`src/sv/u2da_pkg.sv`:
```
`timescale 1ns / 1ps
// ---------------------------------------------------------------------------
// u2da_pkg
// Types and constants shared by the decimal ASCII converter.
// ---------------------------------------------------------------------------
package u2da_pkg;

   localparam int DEFAULT_VALUE_BITS = 32;
   localparam int QUEUE_DEPTH        = 2;

   localparam logic [7:0] ASCII_ZERO   = 8'h30;
   localparam logic [7:0] MIN_CAPACITY = 8'd2;
   localparam logic [3:0] BCD_ADJ_MIN  = 4'd5;
   localparam logic [3:0] BCD_ADJ_ADD  = 4'd3;

   localparam logic STATUS_OK      = 1'b0;
   localparam logic STATUS_NO_ROOM = 1'b1;

   typedef struct packed {
      logic [31:0] value;
      logic [7:0]  capacity;
   } req_type;

   typedef struct packed {
      logic [7:0] character;
      logic       last;
      logic       status;
   } rsp_type;

   // One classified item waiting for the back end.
   typedef struct packed {
      logic [31:0] value;
      logic [7:0]  capacity;
      logic        no_room;
   } job_type;

endpackage

```
`src/sv/unsigned_to_decimal_ascii_unit.sv`:
```
`timescale 1ns / 1ps
// Converts an unsigned number to its decimal ASCII text, one character per
// response beat, most significant digit first, no leading zeros (zero gives
// a single '0'); the final digit carries last in place of a terminator. If
// capacity is below 2, or the digit count is not below capacity, a single
// beat with status no_room, character 0 and last set comes out instead.
// Only the low VALUE_BITS bits of value are converted. A request sits in
// a two-entry queue, so up to two more requests are taken while one
// converts. The back end dequeues, runs shift-add-3 over all VALUE_BITS
// input bits (one input bit per cycle), counts the digits, then emits the
// characters, each one waiting while the receiver holds the output
// register. A buffer too small for any text is rejected right after the
// dequeue, with no conversion; text that turns out too long is rejected
// after the digit count. Response beats leave from an output register
// that is refilled in the cycle it is taken.
// ---------------------------------------------------------------------------
// unsigned_to_decimal_ascii_unit
// Top level: front end, job queue and conversion back end.
// ---------------------------------------------------------------------------
module unsigned_to_decimal_ascii_unit import u2da_pkg::*; #(
   parameter int VALUE_BITS = DEFAULT_VALUE_BITS
) (
   input  logic    clock,
   input  logic    reset,
   input  logic    req_valid,
   output logic    req_ready,
   input  req_type req_payload,
   output logic    rsp_valid,
   input  logic    rsp_ready,
   output rsp_type rsp_payload
);

   logic    queue_full;
   logic    push;
   job_type push_job;
   logic    pop;
   logic    head_valid;
   job_type head;

   // Take request beats and flag hopeless capacities up front.
   u2da_front u_front (
      .req_valid   (req_valid),
      .req_ready   (req_ready),
      .req_payload (req_payload),
      .queue_full  (queue_full),
      .push        (push),
      .push_job    (push_job)
   );

   // Hold classified jobs so the front keeps accepting while the back works.
   u2da_queue u_queue (
      .clock      (clock),
      .reset      (reset),
      .push       (push),
      .push_job   (push_job),
      .full       (queue_full),
      .pop        (pop),
      .head_valid (head_valid),
      .head       (head)
   );

   // Convert, check fit, and drive response beats.
   u2da_back #(
      .VALUE_BITS (VALUE_BITS)
   ) u_back (
      .clock       (clock),
      .reset       (reset),
      .job_valid   (head_valid),
      .job         (head),
      .job_pop     (pop),
      .rsp_valid   (rsp_valid),
      .rsp_ready   (rsp_ready),
      .rsp_payload (rsp_payload)
   );

endmodule

```
`src/sv/u2da_queue.sv`:
```
`timescale 1ns / 1ps
// ---------------------------------------------------------------------------
// u2da_queue
// Short job queue between the front end and the back end.
// ---------------------------------------------------------------------------
module u2da_queue import u2da_pkg::*; (
   input  logic    clock,
   input  logic    reset,
   input  logic    push,
   input  job_type push_job,
   output logic    full,
   input  logic    pop,
   output logic    head_valid,
   output job_type head
);

   localparam int PTR_W = (QUEUE_DEPTH > 1) ? $clog2(QUEUE_DEPTH) : 1;
   localparam int CNT_W = $clog2(QUEUE_DEPTH + 1);

   job_type             entry_ff [QUEUE_DEPTH];
   logic [PTR_W-1:0]    wr_ptr_ff, wr_ptr_in;
   logic [PTR_W-1:0]    rd_ptr_ff, rd_ptr_in;
   logic [CNT_W-1:0]    count_ff, count_in;

   assign full       = (count_ff == CNT_W'(QUEUE_DEPTH));
   assign head_valid = (count_ff != '0);
   assign head       = entry_ff[rd_ptr_ff];

   always_comb begin
      wr_ptr_in = wr_ptr_ff;
      rd_ptr_in = rd_ptr_ff;
      count_in  = count_ff;
      if (push) begin
         wr_ptr_in = (wr_ptr_ff == PTR_W'(QUEUE_DEPTH - 1)) ? '0 : wr_ptr_ff + 1'b1;
      end
      if (pop) begin
         rd_ptr_in = (rd_ptr_ff == PTR_W'(QUEUE_DEPTH - 1)) ? '0 : rd_ptr_ff + 1'b1;
      end
      if (push && !pop) begin
         count_in = count_ff + 1'b1;
      end else if (pop && !push) begin
         count_in = count_ff - 1'b1;
      end
   end

   always_ff @(posedge clock) begin
      if (reset) begin
         wr_ptr_ff <= '0;
         rd_ptr_ff <= '0;
         count_ff  <= '0;
      end else begin
         wr_ptr_ff <= wr_ptr_in;
         rd_ptr_ff <= rd_ptr_in;
         count_ff  <= count_in;
      end
   end

   always_ff @(posedge clock) begin
      if (push) begin
         entry_ff[wr_ptr_ff] <= push_job;
      end
   end

endmodule

```
`src/sv/u2da_front.sv`:
```
`timescale 1ns / 1ps
// ---------------------------------------------------------------------------
// u2da_front
// Accepts request beats and flags those whose buffer cannot hold any text.
// ---------------------------------------------------------------------------
module u2da_front import u2da_pkg::*; (
   input  logic    req_valid,
   output logic    req_ready,
   input  req_type req_payload,
   input  logic    queue_full,
   output logic    push,
   output job_type push_job
);

   assign req_ready = !queue_full;
   assign push      = req_valid && req_ready;

   // Flag a buffer too small for one digit plus terminator.
   always_comb begin
      push_job.value    = req_payload.value;
      push_job.capacity = req_payload.capacity;
      push_job.no_room  = (req_payload.capacity < MIN_CAPACITY);
   end

endmodule

```
`src/sv/u2da_back.sv`:
```
`timescale 1ns / 1ps
// ---------------------------------------------------------------------------
// u2da_back
// Shift-add-3 conversion, digit count check and digit emission.
// ---------------------------------------------------------------------------
module u2da_back import u2da_pkg::*; #(
   parameter int VALUE_BITS = DEFAULT_VALUE_BITS
) (
   input  logic    clock,
   input  logic    reset,
   input  logic    job_valid,
   input  job_type job,
   output logic    job_pop,
   output logic    rsp_valid,
   input  logic    rsp_ready,
   output rsp_type rsp_payload
);

   // Decimal digits of 2**VALUE_BITS - 1 (1233/4096 approximates log10 2).
   localparam int NDIG  = ((VALUE_BITS * 1233) >> 12) + 1;
   localparam int BCD_W = 4 * NDIG;
   localparam int CNT_W = $clog2(VALUE_BITS);
   localparam int IDX_W = $clog2(NDIG);

   typedef enum logic [2:0] {
      ST_IDLE,
      ST_CONVERT,
      ST_MEASURE,
      ST_EMIT,
      ST_REJECT
   } state_type;

   state_type             state_ff, state_in;
   logic [VALUE_BITS-1:0] bin_ff, bin_in;
   logic [BCD_W-1:0]      bcd_ff, bcd_in;
   logic [CNT_W-1:0]      cnt_ff, cnt_in;
   logic [7:0]            cap_ff, cap_in;
   logic [IDX_W-1:0]      idx_ff, idx_in;
   logic                  rsp_valid_ff, rsp_valid_in;
   rsp_type               rsp_ff, rsp_in;

   logic [BCD_W-1:0]      bcd_adj;
   logic [IDX_W-1:0]      msd;
   logic [IDX_W:0]        digit_count;
   logic [3:0]            cur_digit;
   logic                  out_free;

   assign rsp_valid   = rsp_valid_ff;
   assign rsp_payload = rsp_ff;
   assign out_free    = !rsp_valid_ff || rsp_ready;

   // Add 3 to every BCD digit of 5 or more before the shift.
   always_comb begin
      for (int i = 0; i < NDIG; i++) begin
         bcd_adj[4*i +: 4] = (bcd_ff[4*i +: 4] >= BCD_ADJ_MIN) ?
                             bcd_ff[4*i +: 4] + BCD_ADJ_ADD : bcd_ff[4*i +: 4];
      end
   end

   // Find the most significant nonzero digit; zero keeps one digit.
   always_comb begin
      msd = '0;
      for (int i = 0; i < NDIG; i++) begin
         if (bcd_ff[4*i +: 4] != 4'd0) begin
            msd = IDX_W'(i);
         end
      end
   end

   assign digit_count = {1'b0, msd} + 1'b1;
   assign cur_digit   = bcd_ff[{idx_ff, 2'b00} +: 4];

   always_comb begin
      state_in     = state_ff;
      bin_in       = bin_ff;
      bcd_in       = bcd_ff;
      cnt_in       = cnt_ff;
      cap_in       = cap_ff;
      idx_in       = idx_ff;
      rsp_in       = rsp_ff;
      rsp_valid_in = rsp_valid_ff && !rsp_ready;
      job_pop      = 1'b0;

      case (state_ff)
         ST_IDLE: begin
            if (job_valid) begin
               job_pop = 1'b1;
               cap_in  = job.capacity;
               if (job.no_room) begin
                  state_in = ST_REJECT;
               end else begin
                  bin_in   = VALUE_BITS'(job.value);
                  bcd_in   = '0;
                  cnt_in   = CNT_W'(VALUE_BITS - 1);
                  state_in = ST_CONVERT;
               end
            end
         end
         ST_CONVERT: begin
            {bcd_in, bin_in} = {bcd_adj[BCD_W-2:0], bin_ff, 1'b0};
            cnt_in           = cnt_ff - 1'b1;
            if (cnt_ff == '0) begin
               state_in = ST_MEASURE;
            end
         end
         ST_MEASURE: begin
            // Text plus terminator must fit the buffer.
            if (8'(digit_count) >= cap_ff) begin
               state_in = ST_REJECT;
            end else begin
               idx_in   = msd;
               state_in = ST_EMIT;
            end
         end
         ST_EMIT: begin
            if (out_free) begin
               rsp_valid_in     = 1'b1;
               rsp_in.character = ASCII_ZERO + {4'd0, cur_digit};
               rsp_in.last      = (idx_ff == '0);
               rsp_in.status    = STATUS_OK;
               if (idx_ff == '0) begin
                  state_in = ST_IDLE;
               end else begin
                  idx_in = idx_ff - 1'b1;
               end
            end
         end
         ST_REJECT: begin
            if (out_free) begin
               rsp_valid_in     = 1'b1;
               rsp_in.character = '0;
               rsp_in.last      = 1'b1;
               rsp_in.status    = STATUS_NO_ROOM;
               state_in         = ST_IDLE;
            end
         end
         default: begin
            state_in = ST_IDLE;
         end
      endcase
   end

   always_ff @(posedge clock) begin
      if (reset) begin
         state_ff     <= ST_IDLE;
         rsp_valid_ff <= 1'b0;
      end else begin
         state_ff     <= state_in;
         rsp_valid_ff <= rsp_valid_in;
         bin_ff       <= bin_in;
         bcd_ff       <= bcd_in;
         cnt_ff       <= cnt_in;
         cap_ff       <= cap_in;
         idx_ff       <= idx_in;
         rsp_ff       <= rsp_in;
      end
   end

endmodule

```
`config.mk`:
```
export PLATFORM = sky130hd
export DESIGN_NAME = unsigned_to_decimal_ascii_unit
export DESIGN_NICKNAME = d
export VERILOG_FILES = /design/src/sv/u2da_pkg.sv /design/src/sv/unsigned_to_decimal_ascii_unit.sv /design/src/sv/u2da_queue.sv /design/src/sv/u2da_front.sv /design/src/sv/u2da_back.sv
export SDC_FILE = /design/constraint.sdc
export NUM_CORES = 1
export LEC_CHECK = 0
export CAP_MARGIN = 20
export CORE_MARGIN = 2
export CORE_UTILIZATION = 63
export DETAILED_ROUTE_END_ITERATION = 8
export DONT_BUFFER_PORTS = 1
export PLACE_DENSITY = 0.79
export SETUP_SLACK_MARGIN = 0.02
export SLEW_MARGIN = 10
export SYNTH_ARGS = -nofsm -noshare
export SYNTH_HDL_FRONTEND = slang
export SYNTH_SLANG_ARGS = --single-unit
export TNS_END_PERCENT = 50
```
`constraint.sdc`:
```
create_clock -name clock -period 5.44 [get_ports clock]
set_input_delay 0.272 -clock clock [delete_from_list [all_inputs] [get_ports clock]]
set_output_delay 0.272 -clock clock [all_outputs]
set_load 0.005 [all_outputs]
```
==> results of run 1 <==
-- stage by stage --
| stage | area (um^2) | hold WS (ns) | power (mW) |
|---|---|---|---|
| after floorplan | 8640 | 0.371 | 3.02 |
| after global placement | 8770 | 0.342 | 3.21 |
| final | 9760 | 0.0412 | 4.57 |
| after global routing | 9760 | 0.0407 | 4.78 |
| after CTS | 9740 | 0.0350 | 4.52 |
| after detailed placement | 8770 | 0.346 | 3.29 |
-- worst min-delay path by stage --
stage	cells after the start	start	to	slack [ns]
finish	2	reset	u_back.state_ff[2]$_SDFFE_PP0P_	0.04
floorplan	0	req_payload[9]	u_queue.entry_ff[0][10]$_DFFE_PP_	0.37
global route	1	reset	u_back.idx_ff[0]$_DFFE_PP_	0.04
CTS	2	reset	u_back.state_ff[2]$_SDFFE_PP0P_	0.04
detailed placement	1	reset	flop	0.35
global placement	1	reset	flop	0.34
-- synth_stat cells (3+ instances only) --
| library cell | n | share of area, % |
|---|---|---|
| nand2_1 | 65 | 2.8 |
| o22ai_1 | 4 | 0.29 |
| mux4_2 | 7 | 1.8 |
| edfxtp_1 | 178 | 62 |
| a211o_1 | 3 | 0.30 |
| o21ai_0 | 44 | 2.6 |
| inv_1 | 31 | 1.3 |
| mux2_2 | 9 | 1.2 |
| a31oi_1 | 3 | 0.22 |
| nor3b_1 | 7 | 0.61 |
| xnor2_1 | 14 | 1.4 |
| nand2b_1 | 12 | 0.87 |
| clkbuf_1 | 12 | 0.52 |
| buf_4 | 3 | 0.26 |
| nor2_1 | 35 | 1.5 |
| mux2i_1 | 41 | 4.8 |
| buf_2 | 14 | 0.81 |
| dfxtp_1 | 9 | 2.1 |
| ha_1 | 30 | 4.3 |
| xor2_1 | 14 | 1.4 |
| nand3_1 | 4 | 0.23 |
| nor3_1 | 14 | 0.81 |
| a211oi_1 | 11 | 0.96 |
| or3b_2 | 5 | 0.51 |
| a21oi_1 | 24 | 1.4 |
| nor2b_1 | 13 | 0.94 |
-- flip-flops by register name, indices dropped and copies added (netlist names), named ones only --
| register | count |
|---|---|
| u_back.bcd_ff | 40 |
| u_back.bin_ff | 32 |
| u_back.cap_ff | 8 |
| u_back.cnt_ff | 5 |
| u_back.idx_ff | 4 |
| u_back.rsp_payload | 7 |
| u_back.rsp_valid | 1 |
| u_back.state_ff | 3 |
| u_queue.count_ff | 2 |
| u_queue.entry_ff | 82 |
| u_queue.rd_ptr_ff | 1 |
| u_queue.wr_ptr_ff | 1 |
-- per-layer routing --
metal  part of all wire (%)  global-route usage, %
met1                     39                   29.8
met2                     54                   44.5
met3                    4.2                   4.79
met5                      0                      0
met4                    2.6                   10.8
-- cell families (layout without fill, tap and decap cells) --
group           count (synthesis)  after routing  synth area share, %
xor+xnor                       28             28                 2.84
simple gates                  176            176                 10.2
buf+inv                        60            107                 2.94
compound gates                104            104                 7.51
other cells                     1              3               0.0435
fa+ha+maj                      30             30                 4.35
flops                         187            187                 64.0
mux                            58             58                 8.06
-- final cells by class --
type                    count  area (um^2)  area share [%]
clock buffers              18          429            4.40
repair buffers             45          453            4.64
multi-input cells         399         2880            29.5
clock inverters            13          139            1.42
inverters                  31          116            1.19
flip-flops and latches    187         5530            56.6
well taps                 176          220            2.26
-- worst register-to-register path: stages (launching register included) --
cell	delay (ns)
edfxtp_1	0.41
inv_1	0.13
ha_1	0.22
or3b_4	0.42
a2111oi_4	0.36
a21boi_0	0.13
o21ai_0	0.29
ha_1	0.30
ha_1	0.19
or3b_2	0.49
a211o_1	0.29
and2_1	0.18
a221oi_2	0.40
-- power by group through the flow --
stage	logic (mW)	registers, mW	clock network [mW]
final	1.17	2.18	1.22
after global placement	1.03	2.18	0
after floorplan	0.873	2.15	0
after CTS	1.13	2.17	1.22
after global routing	1.29	2.21	1.28
after detailed placement	1.09	2.20	0
==> metrics.md, run 1 <==
| Metric | Value |
|---|---|
| Area grow syn2layout | `13.2%` |
| Post-layout util | `73.4%` |
| Worst EP arrival | `4.23 ns` |
| Chip width | `121 um` |
| Post-route ant nets | `0` |
| Clk network pwr share | `26.7%` |
| Worst-path clk slew | `0.07 ns` |
| Setup crit end | `u_back.idx_ff[1]$_DFFE_PP_` |
| H-Tree Level Count | `4` |
| Lkg Pwr | `3.37 nW` |
| NumNets Final | `755` |
| FILL cells | `820` |
| CP Class | `flop to flop` |
| Placed cell count | `796` |
| Post-synth cell types | `55` |
| Routed WL | `17,200 um` |
| R2r setup slk | `1.30 ns` |
| Switch share | `31.7%` |
| Clock Skew | `0.0101 ns` |
| Crit path max-delay cell type | `or3b_2` |
| NetSw | `1.45 mW` |
| Avg WL per Cell | `19.8 um` |
| Reg2Reg Capture Point | `u_back.idx_ff[1]$_DFFE_PP_` |
| Wire length of the first global-routing pass | `27,700 um` |
| Fin crit period | `4.14 ns` |
| CTS tree | `yes` |
| Rel. slew slack | `29.8%` |
| Status | `finished clean` |
| Maximum vdd drop | `0.306 mV` |
| Top Family by Delay on Critical Path | `compound AO/OA/AOI/OAI gates` |
| Vias | `5,232` |
| Non-Filler Instances | `869` |
| Critical Path RT | `5.52 ns` |
| Reg2reg path depth | `12` |
| R2R Path Start | `u_back.bcd_ff[17]$_SDFFCE_PN0P_` |
| RSZ-0062 raised after global routing | `no` |
| Synthesized instance count | `644` |
| Post-synth EDFFs | `178` |
| Syn avg cell area | `13.4 um^2` |
| Initial Util | `64.9%` |
| Worst-path fanout max | `4` |
| Fraction of layout cells with a size suffix above 1 | `9.24%` |
| Most frequent cells in the layout | `178 x edfxtp_1, 65 x nand2_1, 44 x o21ai_0` |
| Std-Cell Rows | `42` |
| Instance count on the critical path | `12` |
| Hold Fails Final Rpt | `0` |
| Setup tns final | `0 ns` |
| Top-Level Pins | `56` |
| Fin. max-slew vios | `0` |
| Kind of end point of the critical path | `flop` |
| Total gr overflow | `0` |
| Post-synth top flop | `edfxtp_1` |
| HPWL after DPL | `9740 um` |
| Pre-CTS setup slack | `1.32 ns` |
| Root buffer cell | `clkbuf_16` |
| Resized Gates After CTS | `0` |
| CTS Hold Bufs | `41` |
| Worst slew pin tran | `1.05 ns` |
| Largest net degree at the start of global routing | `78` |
| Cell Pwr Density | `468 mW/mm^2` |
| Core area | `0.0133 mm^2` |
| Final period utilization | `76.1%` |
| Skew-Pair Late Insertion Delay | `0.43 ns` |
| Chip height | `121 um` |
| Final setup margin | `1.30 ns` |
| CP most frequent cell | `ha_1` |
| Synth async-reset ratio | `0%` |
| Synth Register Bits | `187` |
| CTS buffer count | `17` |
| DRC | `0` |
| Initial antenna violation count | `0` |
| All-layer global routing usage | `25.1%` |
| ANT cells | `0` |
| Yosys warns | `0` |
| Number of global-route vias before repair | `5,451` |
| Comb pwr share | `25.5%` |
| Worst Setup SP | `u_back.bcd_ff[17]$_SDFFCE_PN0P_` |
| CP cell instances | `inv_1, ha_1, or3b_4, a2111oi_4, a21boi_0, o21ai_0, ha_1, ha_1, or3b_2, a211o_1, and2_1, a221oi_2` |
| Port Buffers | `0` |
| DRT Pass-1 Iters | `5` |
| Number of max-cap violations | `0` |
| Sequential share of power | `47.7%` |
| Post-Syn Area | `0.00863 mm^2` |
| Register area share after synthesis | `64.0%` |
| Worst hold path class | `input port to flop` |
| Internal Pwr Total | `3.12 mW` |
| Clock Tree Buf Depth | `2` |
| WP buf/inv | `1` |
| 1st-iter DRT viols | `398` |
| Number of vias per cell | `6.02` |
| Most common cell after layout, fill and taps aside | `edfxtp_1` |
| TritonCTS Sinks | `187` |
| Die footprint | `0.0146 mm^2` |
| F_max | `0.241 GHz` |
| Setup bufs post-CTS | `0` |
| CP Launch Type | `flop` |
| Routability cong. | `0.841` |
| Slowest stage delay, CP | `0.49 ns` |
| Final setup violating endpoints | `0` |
Power figures use the tool's default switching activity.
==> inputs of run 2 (changes only) <==
CORE_UTILIZATION = 57   (was 63)
PLACE_DENSITY = 0.75   (was 0.79)
clock period = 3.7 ns   (was 5.44 ns; I/O delays follow)
==> metrics.md, run 2 (synthesized netlist as in run 1, its figures left out) <==
| Metric | Value |
|---|---|
| Worst EP arrival | `3.83 ns (-0.40 ns)` |
| Placed cell count | `839 (+5.4%)` |
| Vias | `5,298 (+1.3%)` |
| Initial antenna violation count | `1 (+1)` |
| CTS tree | `yes` |
| Hold Fails Final Rpt | `0 (unchanged)` |
| Number of vias per cell | `5.74 (-4.7%)` |
| Worst hold path class | `input port to flop` |
| Std-Cell Rows | `44 (+4.8%)` |
| Critical Path RT | `3.85 ns (-1.67 ns)` |
| DRC | `0 (unchanged)` |
| Routed WL | `16,600 um (-3.5%)` |
| R2r setup slk | `0.03 ns (-1.27 ns)` |
| Most frequent cells in the layout | `178 x edfxtp_1, 65 x nand2_1, 45 x buf_4` |
| F_max | `0.272 GHz (+13%)` |
| Worst slew pin tran | `0.998 ns (-0.0547 ns)` |
| Wire length of the first global-routing pass | `26,500 um (-4.3%)` |
| Worst-path clk slew | `0.07 ns (about the same)` |
| CP Class | `flop to flop` |
| Status | `finished clean` |
| Met3 usage | `5.11% (+0.32 points)` |
| NumNets Final | `799 (+5.8%)` |
| Skew-Pair Late Insertion Delay | `0.43 ns (about the same)` |
| Core area | `0.0146 mm^2 (+10%)` |
| CTS buffer count | `17 (unchanged)` |
| TritonCTS Sinks | `187 (unchanged)` |
| Worst Hold Path EP | `u_queue.entry_ff[0][0]$_DFFE_PP_` |
| HPWL after DPL | `9900 um (+1.6%)` |
| Hold Path Depth | `2 (unchanged)` |
| Root buffer cell | `clkbuf_16` |
| Fin. max-slew vios | `0 (unchanged)` |
| Maximum vdd drop | `0.405 mV (+32%)` |
| Die footprint | `0.0161 mm^2 (+10%)` |
| Clock Skew | `0.0113 ns (+0.00120 ns)` |
| Rel. slew slack | `33.5% (+3.6 points)` |
| Kind of end point of the critical path | `flop` |
| Final setup violating endpoints | `0 (unchanged)` |
| Worst-path fanout max | `4 (unchanged)` |
| Number of global-route vias before repair | `5,390 (-1.1%)` |
| Post-route ant nets | `0 (unchanged)` |
| Gr busiest metal | `met2` |
| CP Launch Type | `flop` |
| Area grow syn2layout | `18.1%` |
| Non-Filler Instances | `923 (+6.2%)` |
| Top Registers | `u_queue.entry_ff x82, u_back.bcd_ff x40, u_back.bin_ff x32` |
| Worst hold margin | `0.0602 ns (+0.0191 ns)` |
| Largest net degree at the start of global routing | `78 (unchanged)` |
| R2R Path Start | `u_back.bcd_ff[16]$_SDFFCE_PN0P_` |
| Total gr overflow | `0 (unchanged)` |
| Setup tns final | `0 ns (unchanged)` |
| Reg2reg path depth | `13 (+1)` |
| Top-Level Pins | `56 (unchanged)` |
| Met1 Use GR | `26.1% (-3.7 points)` |
| Chip height | `127 um (+5.0%)` |
| Chip width | `127 um (+5.0%)` |
| RSZ-0062 raised after global routing | `yes` |
| Worst Min Path Start | `req_payload[1]` |
| Fraction of layout cells with a size suffix above 1 | `16.3% (+7.0 points)` |
| Fin crit period | `3.67 ns (-0.468 ns)` |
| Initial Util | `58.9% (-6.0 points)` |
| Number of max-cap violations | `0 (unchanged)` |
| Clock Tree Buf Depth | `2 (unchanged)` |
| Most common cell after layout, fill and taps aside | `edfxtp_1` |
| Final period utilization | `99.3% (+23 points)` |
| H-Tree Level Count | `4 (unchanged)` |
| Met2 Resource Use GR | `36.8% (-7.7 points)` |
| 1st-iter DRT viols | `393 (-1.3%)` |
| Reg2Reg Capture Point | `u_back.idx_ff[3]$_DFFE_PP_` |
| Top reg by flops | `u_queue.entry_ff` |
| Max FFs per register | `82 (unchanged)` |
| Tot Pwr | `6.83 mW (+50%)` |
| Lkg Pwr | `3.61 nW (+7.0%)` |
| Avg WL per Cell | `17.9 um (-9.2%)` |
| Port Buffers | `0 (unchanged)` |
| Routability cong. | `0.828 (-1.5%)` |
| DRT Pass-1 Iters | `5 (unchanged)` |
| All-layer global routing usage | `21.1% (-4.0 points)` |
| Cell Pwr Density | `670 mW/mm^2 (+43%)` |
[run 2: changes by cell type in the layout (fill, tap and decap cells not counted), moves of 2 or more]
cell	before	now
inv_1	31	29
clkinv_1	3	0
inv_6	4	1
clkinv_4	1	3
inv_2	0	2
buf_4	3	45
inv_8	1	5
ha_4	0	2
ha_1	30	27
[run 2: per-layer routing]
metal	routed length (um)	up-vias	share of wire (%)
met4	203	0	1.2
met3	781	20	4.7
met1	6860	2601	41
met2	8720	162	53
met5	0	-	0
li1	-	2515	-
[run 2: worst max-delay path: stages (launching register included)]
cell	delay [ns]
edfxtp_1	0.42
inv_2	0.11
ha_4	0.14
or3b_4	0.40
a2111oi_4	0.42
a21boi_2	0.11
o21ai_2	0.16
ha_1	0.26
ha_2	0.19
or3b_4	0.37
a211o_1	0.28
and2_4	0.17
a221oi_2	0.22
buf_4	0.17
[run 2: cell type report]
| class | count | area (um^2) |
|---|---|---|
| sequential | 187 | 5530 |
| fill | 998 | 4450 |
| multi-input combinational | 399 | 2930 |
| timing repair buffer | 89 | 806 |
| clock buffer | 18 | 429 |
| tap | 184 | 230 |
| clock inverter | 14 | 155 |
| inverter | 31 | 116 |
| antenna | 1 | 2.50 |
[run 2: worst max path at each step]
stage	start	to	slack, ns	depth (start not counted)
2_1_floorplan	u_back.bcd_ff[16]$_SDFFCE_PN0P_	u_back.idx_ff[0]$_DFFE_PP_	-0.1	12
3_3_place_gp	u_back.bcd_ff[16]$_SDFFCE_PN0P_	u_back.idx_ff[3]$_DFFE_PP_	-0.18	13
3_5_place_dp	u_back.bcd_ff[17]$_SDFFCE_PN0P_	u_back.idx_ff[0]$_DFFE_PP_	-0.29	13
4_1_cts	u_back.bcd_ff[16]$_SDFFCE_PN0P_	u_back.idx_ff[3]$_DFFE_PP_	0.02	13
5_1_grt	u_back.bcd_ff[16]$_SDFFCE_PN0P_	u_back.idx_ff[3]$_DFFE_PP_	-0.12	13
6_report	u_back.bcd_ff[16]$_SDFFCE_PN0P_	u_back.idx_ff[3]$_DFFE_PP_	0.03	13
[run 2: per-stage QoR]
step	setup WS (ns)	utilization [%]	area [um^2]
finish	0.0260	69.6	10200
global route	-0.122	69.6	10200
CTS	0.0206	69.2	10100
detailed placement	-0.287	61.9	9070
global placement	-0.183	61.8	9040
floorplan	-0.0993	-	8640
[run 2: repair_timing]
action / 4_1_cts / 5_1_grt
setup endpoints to repair: 4 / 4
hold endpoints to repair: 91 / 0
hold buffers: 42 / 0
gates resized for setup: 10 / 4
pin swaps: 5 / 9
setup buffers: 4 / 5
[run 2: power breakdown]
group          switching [mW]  internal [mW]  total [mW]
clock network           0.843          0.959        1.80
registers               0.217           2.95        3.16
logic                    1.11          0.758        1.86
